$ cat src/rtl/ffci_pkg.sv
// ----------------------------------------------------------------------------
// ffci_pkg
// Shared widths, codes and unit interface types for the face flux cell
// integrator.
// ----------------------------------------------------------------------------
package ffci_pkg;

  localparam int CELL_W    = 10;
  localparam int DATA_W    = 32;
  localparam int ACC_W     = 48;
  localparam int PROD_W    = ACC_W + DATA_W;
  localparam int MUL_STEPS = DATA_W;
  localparam int DIV_STEPS = PROD_W;
  localparam int STEP_W    = $clog2(DIV_STEPS);

  localparam logic [1:0] MODE_INTERNAL = 2'd0;
  localparam logic [1:0] MODE_BOUNDARY = 2'd1;
  localparam logic [1:0] MODE_FINISH   = 2'd2;

  localparam logic [1:0] STATUS_OK       = 2'd0;
  localparam logic [1:0] STATUS_SAT      = 2'd1;
  localparam logic [1:0] STATUS_ZERO_VOL = 2'd2;

  localparam logic [ACC_W-1:0] ACC_MAX = {1'b0, {(ACC_W-1){1'b1}}};
  localparam logic [ACC_W-1:0] ACC_MIN = {1'b1, {(ACC_W-1){1'b0}}};

  localparam logic [DATA_W-1:0] VAL_POS_MAX = {1'b0, {(DATA_W-1){1'b1}}};
  localparam logic [DATA_W-1:0] VAL_NEG_MAX = {1'b1, {(DATA_W-1){1'b0}}};

  typedef struct packed {
    logic              start;
    logic [ACC_W-1:0]  mag_sum;
    logic [DATA_W-1:0] mag_coeff;
    logic [DATA_W-1:0] volume;
  } md_req_t;

  typedef struct packed {
    logic              done;
    logic              big;
    logic [DATA_W-1:0] quot;
  } md_rsp_t;

endpackage

$ cat src/rtl/ffci_muldiv.sv
// ----------------------------------------------------------------------------
// ffci_muldiv
// Shared bit-serial unit: magnitude of sum times coefficient, then restoring
// division by volume, both on one 49-bit adder.
// ----------------------------------------------------------------------------
module ffci_muldiv import ffci_pkg::*; (
  input  logic    clk,
  input  logic    rst,
  input  md_req_t req,
  output md_rsp_t rsp
);

  typedef enum logic [1:0] {P_IDLE, P_MUL, P_DIV} phase_t;

  phase_t              phase;
  logic [STEP_W-1:0]   cnt;
  logic [PROD_W-1:0]   prod;
  logic [ACC_W-1:0]    mcand;
  logic [DATA_W-1:0]   divisor;
  logic [DATA_W-1:0]   rem;
  logic [DATA_W-1:0]   quot;
  logic                big;
  logic                done;

  logic [ACC_W:0]      opa;
  logic [ACC_W:0]      opb;
  logic                cin;
  logic [ACC_W:0]      add_res;
  logic [DATA_W:0]     cur;
  logic                ge;

  assign cur = {rem, prod[PROD_W-1]};

  always_comb begin
    if (phase == P_DIV) begin
      opa = {{(ACC_W-DATA_W){1'b0}}, cur};
      opb = ~{{(ACC_W-DATA_W+1){1'b0}}, divisor};
      cin = 1'b1;
    end else begin
      opa = {1'b0, prod[PROD_W-1:DATA_W]};
      opb = prod[0] ? {1'b0, mcand} : '0;
      cin = 1'b0;
    end
    add_res = opa + opb + {{ACC_W{1'b0}}, cin};
    ge      = ~add_res[ACC_W];
  end

  always_ff @(posedge clk) begin
    if (rst) begin
      phase <= P_IDLE;
      done  <= 1'b0;
    end else begin
      done <= (phase == P_DIV) && (cnt == STEP_W'(DIV_STEPS - 1));
      unique case (phase)
        P_IDLE: begin
          if (req.start) begin
            prod    <= {{ACC_W{1'b0}}, req.mag_coeff};
            mcand   <= req.mag_sum;
            divisor <= req.volume;
            cnt     <= '0;
            phase   <= P_MUL;
          end
        end
        P_MUL: begin
          prod <= {add_res, prod[DATA_W-1:1]};
          if (cnt == STEP_W'(MUL_STEPS - 1)) begin
            cnt   <= '0;
            rem   <= '0;
            quot  <= '0;
            big   <= 1'b0;
            phase <= P_DIV;
          end else begin
            cnt <= cnt + 1'b1;
          end
        end
        P_DIV: begin
          prod <= {prod[PROD_W-2:0], 1'b0};
          rem  <= ge ? add_res[DATA_W-1:0] : cur[DATA_W-1:0];
          quot <= {quot[DATA_W-2:0], ge};
          big  <= big | quot[DATA_W-1];
          cnt  <= cnt + 1'b1;
          if (cnt == STEP_W'(DIV_STEPS - 1)) begin
            phase <= P_IDLE;
          end
        end
        default: phase <= P_IDLE;
      endcase
    end
  end

  assign rsp = '{done: done, big: big, quot: quot};

endmodule

$ cat config.mk
export PLATFORM = sky130hd
export DESIGN_NAME = ffci_muldiv
export DESIGN_NICKNAME = d
export VERILOG_FILES = /design/src/rtl/ffci_pkg.sv /design/src/rtl/ffci_muldiv.sv
export SDC_FILE = /design/constraint.sdc
export NUM_CORES = 1
export LEC_CHECK = 0
export BUFFER_PORTS_ARGS = -buffer_cell sky130_fd_sc_hd__buf_2
export CORE_MARGIN = 2
export CORE_UTILIZATION = 60
export DETAILED_ROUTE_END_ITERATION = 16
export PLACE_DENSITY = 0.87
export SETUP_SLACK_MARGIN = 0.1
export SKIP_LAST_GASP = 1
export SYNTH_ARGS = -nofsm -noshare
export SYNTH_HDL_FRONTEND = slang
export SYNTH_SLANG_ARGS = --single-unit
$ cat constraint.sdc
create_clock -name clk -period 12.1 [get_ports clk]
set_input_delay 1.815 -clock clk [delete_from_list [all_inputs] [get_ports clk]]
set_output_delay 1.815 -clock clk [all_outputs]
set_load 0.01 [all_outputs]
* Word-level counts from Yosys, hierarchy flattened *
Index checks and enable logic that the tools add are counted.

operators by class
  $add $sub $neg = 3
  multipliers = 0
  divide/modulo/power cells = 0
  magnitude comparators = 0
  equal/unequal tests = 7
  shift-type cells = 0
  multiplexer cells = 19
  bitwise gates (word level) = 4
  reductions and logical operators = 8

operators with widths
  operator                                               number
  one-hot mux 80 bit (3 select lines)                    1
  one-hot mux 32 bit (2 select lines)                    2
  two-way mux 48 bit                                     2
  two-way mux 80 bit                                     1
  two-way mux 32 bit                                     2
  adder 49 x 1 -> 49 bit                                 1
  adder 49 bit                                           1
  two-way mux 49 bit                                     1
  inverter 32 -> 49 bit                                  1
  one-hot mux 7 bit (3 select lines)                     1
  two-way mux 7 bit                                      2
  AND reduction 3 bit                                    4
  adder 7 x 1 -> 7 bit, second input constant            1
  equality test 7 x 5 -> 1 bit, second input constant    1
  equality test 7 bit, second input constant             1
  two-way mux 2 bit                                      3
  one-hot mux 2 bit (3 select lines)                     1
  inequality test 2 bit, second input constant           2
  nonzero test 3 bit                                     1
  equality test 2 x 1 -> 1 bit, second input constant    1
  equality test 2 bit, second input constant             1
  zero test 2 bit                                        1
  two-way mux 1 bit                                      2
  inequality test 2 x 1 -> 1 bit, second input constant  1
  5 further kinds                                        6

word-level totals
  bits in registers = 235
  latch bits = 0
  bits in writable memories = 0
  ROM bits = 0
  bits of input ports = 115
  output and inout port bits = 34
  word-level logic and storage cells = 50
  memories = 0

* Longest topological paths before layout *
  word-level depth = 6
  gate-level depth with buffers = 20
  gate-level depth less buffers = 16

* Worst setup path after synthesis *
No wires, ideal clock.

  path type = input-to-reg
  start point = input port rst
  end point = register cnt[0], enable pin
  library setup time = 0.640 ns
  data arrival time = 7.850 ns
  required time = 11.460 ns
  setup slack = 3.610 ns
  cell stages on the path = 1
  buffers on the path = 0
  path through = nor3_1

between the ends
  longest elaborated chain between the ends = 2

RTL lines
  item                                  line               source
  start, declared                       ffci_muldiv.sv:8   input logic rst,
  inverter 1 bit (no source line)       n/a
  AND reduction 3 bit (no source line)  n/a
  end signal, assigned                  ffci_muldiv.sv:73  cnt <= cnt + 1'b1;
  end signal, assigned                  ffci_muldiv.sv:81  cnt <= cnt + 1'b1;
  end, declared                         ffci_muldiv.sv:16  logic [STEP_W-1:0] cnt;

Every way passes these cells.
A chain may end at the register's enable or synchronous reset.

* Worst setup path after layout *
  start point = register phase[0]
  end point = register prod[79], data pin

between the ends
  longest elaborated chain between the ends = 5
  elaborated cells between the ends (all ways) = 9
  classes of those cells = add/sub: 2; eq/ne: 2; mux: 4; reduce/logical: 1

RTL lines
  item                                                             line                                  source
  start, declared                                                  ffci_muldiv.sv:15                     phase_t phase;
  start signal, assigned                                           ffci_muldiv.sv:50                     phase <= P_IDLE;
  start signal, assigned                                           ffci_muldiv.sv:61                     phase <= P_MUL;
  start signal, assigned                                           ffci_muldiv.sv:71                     phase <= P_DIV;
  equality test 2 bit                                              ffci_muldiv.sv:35, ffci_muldiv.sv:54
  two-way mux 48 bit / two-way mux 49 bit (equally long branches)  ffci_muldiv.sv:35                     if (phase == P_DIV) begin
  adder 49 bit                                                     ffci_muldiv.sv:44                     add_res = opa + opb + {{ACC_W{1'b0}}, cin};
  adder 49 x 1 -> 49 bit                                           ffci_muldiv.sv:44
  one-hot mux 80 bit (3 select lines) (*)                          ffci_muldiv.sv:54                     unique case (phase)
  end signal, assigned                                             ffci_muldiv.sv:57                     prod <= {{ACC_W{1'b0}}, req.mag_coeff};
  end signal, assigned                                             ffci_muldiv.sv:65                     prod <= {add_res, prod[DATA_W-1:1]};
  end signal, assigned                                             ffci_muldiv.sv:77                     prod <= {prod[PROD_W-2:0], 1'b0};
  end, declared                                                    ffci_muldiv.sv:17                     logic [PROD_W-1:0] prod;

Every way passes the cells marked *; elsewhere a longest branch is shown, timed or not.

==> impl_metrics.env <==
export IMPL_ir_drop_mv=0.1251
export IMPL_multi_input_comb_area_mm2=0.005301
export IMPL_drtAntennaViolNets=0
export IMPL_synth_area_mm2=0.01281
export IMPL_cap_violations=0
export IMPL_pwr_share_seq_pct=39.2
export IMPL_path_cells="inv_1 > ha_4 > buf_4 > o21ai_0 > ha_1 > nand4_1 > or2_1 > or3_1 > o21a_1 > o21ai_2 > a211o_2 > and2_1 > o31ai_1"
export IMPL_worstPathRequired_ns=12.34
export IMPL_p_switching_mw=0.9004
export IMPL_setup_viol=0
export IMPL_clock_latency_ns=0.53
export IMPL_root_buffer="clkbuf_16"
export IMPL_grt_pass1_wl_um=45170
export IMPL_gp_congestion=0.9634
export IMPL_grt_pass1_vias=9111
export IMPL_final_nets=1507
export IMPL_critical_path_class="reg -> reg"
export IMPL_post_cts_buffers=0
export IMPL_die_x_um=150.1
export IMPL_fmax_ghz=0.1800
export IMPL_synth_most_common_cell="edfxtp_1"
export IMPL_start_util_pct=61.12
export IMPL_dieArea_mm2=0.02253
export IMPL_fin_crit_sh_pct=45.91
export IMPL_comb_power_share_pct=30.3
export IMPL_syn_num_nets=1394
export IMPL_h_tree_depth=1
export IMPL_port_buffers=148
export IMPL_synth_seq_area_share_pct=54.86
export IMPL_synth_edf_count=232
export IMPL_die_h_um=150.1
export IMPL_rsz0062_at_grt="no"
export IMPL_async_flop_share_pct=0
export IMPL_wl_per_cell_um=17.45
export IMPL_rr_startpoint="phase[0]"
export IMPL_power_density_mw_per_mm2=187.1
export IMPL_internal_power_mw=1.824
export IMPL_hp_start="prod[68]"
export IMPL_route_detailed_drc=0
export IMPL_hp_class="reg -> reg"
export IMPL_first_pass_iters=6
export IMPL_clk_pin_slew_ns=0.06
export IMPL_tightest_slew_ns=1.159
export IMPL_crit_arrival_ns=5.80
export IMPL_hold_viol_final=0
export IMPL_hold_depth=2
export IMPL_via_per_inst=6.028
export IMPL_ys_types=64
export IMPL_critPathMaxStageDelay_ns=0.85
export IMPL_ctsResizeCount=0
export IMPL_worst_setup_path_end_kind="register"
export IMPL_p_total_mw=2.725
export IMPL_core_area_mm2=0.02096
export IMPL_grt_start_max_net_pins=97
export IMPL_slowest_stage="a211o_2"
export IMPL_drive_gt1_share_pct=16.17
export IMPL_drt_wl_total_um=28430
export IMPL_power_leakage_nw=5.644
export IMPL_nFillCells=1508
export IMPL_cts_tree="yes"
export IMPL_rows=53
export IMPL_gr_total_overflow=0
export IMPL_synth_area_per_cell_um2=10.46
export IMPL_clkPwrFrac_pct=30.4
export IMPL_rr_worst_depth=13
export IMPL_synth_flop_cell="edfxtp_1"
export IMPL_clock_path_buffers=3
export IMPL_io_pins=149
export IMPL_yosys_warnings=0
export IMPL_maxSlewViolCount=0
export IMPL_yosysTopAreaCellShare_pct=54.39
export IMPL_grtUsageTotal_pct=25.13
export IMPL_dp_hpwl_um=19000
export IMPL_syn_to_final_growth_pct=13.71
export IMPL_clock_sinks=235
export IMPL_critPathLaunch="phase[0]"
export IMPL_finClkSkew_ns=0.02094
export IMPL_drt_iter0_drc=1073
export IMPL_tns_ns=0
export IMPL_synthCells=1224
export IMPL_path_max_fanout=96
export IMPL_startpoint_type="register"
export IMPL_fin_ws_ns=6.545
export IMPL_seq_area_mm2=0.007027
export IMPL_swShare_pct=33.04
export IMPL_slew_headroom_pct=22.65
export IMPL_hold_buffers=0
export IMPL_synth_area_leader_cell="edfxtp_1"
export IMPL_min_period_ns=5.555
export IMPL_via_count=9819
export IMPL_synth_common_cells="edfxtp_1 (232), o21ai_0 (151), nand2_1 (150)"
export IMPL_synthTopCellsByArea="edfxtp_1 (54%), o21ai_0 (5.9%), ha_1 (5.2%)"
export IMPL_cts_buffers=25
export IMPL_synth_seq_cells=235
export IMPL_diodes=0
export IMPL_outcome="completed"
export IMPL_antenna_found_initial=0
export IMPL_place_ws_ns=6.622
[layer usage]
metal  up-vias  GRT usage [%]  share of wire (%)  wire length, um
met2       425          40.55                 46            13080
met5         -              0                  0                0
met4         0          6.604                2.3              650
met3        51          3.303                7.1             2007
li1       4702              -                  -                -
met1      4641          36.38                 45            12700
[worst paths after layout]
| path | to | slack [ns] |
|---|---|---|
| max | prod[79] | 6.55 |
| min | prod[69] | 0.55 |
| max reg2reg | prod[79] | 6.55 |
| min reg2reg | prod[69] | 0.55 |
[kinds of logic (layout without fill, tap and decap cells)]
group | count (synthesis) | count (layout) | share of synthesized area [%]
xor+xnor | 46 | 46 | 3.145
compound gates | 389 | 389 | 18.51
simple gates | 370 | 370 | 13.40
flops | 235 | 235 | 54.86
mux | 7 | 7 | 0.5666
buf+inv | 122 | 252 | 4.025
fa+ha+maj | 55 | 55 | 5.490
[layout make-up]
cell class              instances  area share (%)
flip-flops and latches        235           48.25
clock inverters                18           1.753
inverters                      49           1.263
multi-input cells             867           36.40
clock buffers                  26           4.321
repair buffers                159           5.653
well taps                     275           2.363
[cells in the final DEF (no fill, tap or decap), types with 27 or more instances in the layout]
cell | netlist | final
a21oi_1 | 92 | 92
a21o_1 | 28 | 28
ha_1 | 53 | 51
and2_1 | 38 | 38
a22oi_1 | 32 | 32
edfxtp_1 | 232 | 232
nand3_1 | 41 | 41
inv_1 | 49 | 49
nor2_1 | 73 | 72
nand2_1 | 150 | 150
o21ai_0 | 151 | 151
xnor2_1 | 27 | 27
buf_2 | 4 | 148
[registers in the layout (all words and copies together), names as in the netlist]
name     count
quot        32
done         1
mcand       48
divisor     32
prod        80
phase        2
rem         32
big          1
cnt          7
[critical path, delay by kind of cell, from the launching register on]
| kind | cells | cell delay, ns |
|---|---|---|
| compound gates | 5 | 1.59 |
| fa+ha+maj | 2 | 1.18 |
| buf+inv | 2 | 0.92 |
| flops | 1 | 0.33 |
| simple gates | 4 | 1.14 |
[stage by stage]
stage / hold WS, ns / utilization [%] / cell area [um2] / cells
finish: 0.5481 / 69.50 / 14560 / 1629
global route: 0.5735 / 69.50 / 14560 / 1629
CTS: 0.5471 / 69.50 / 14560 / 1629
detailed placement: 0.5343 / 65.28 / 13680 / 1585
global placement: 0.5212 / 65.28 / 13680 / 1585
floorplan: 0.5137 / - / 12810 / 1224
[power by group through the flow]
stage	combinational [mW]	clock, mW	sequential, mW
floorplan	0.618	0	1.09
global placement	0.789	0	1.08
detailed placement	0.809	0	1.08
CTS	0.817	0.840	1.07
global route	0.917	0.868	1.08
finish	0.827	0.829	1.07
(Power assumes the default switching activity.)
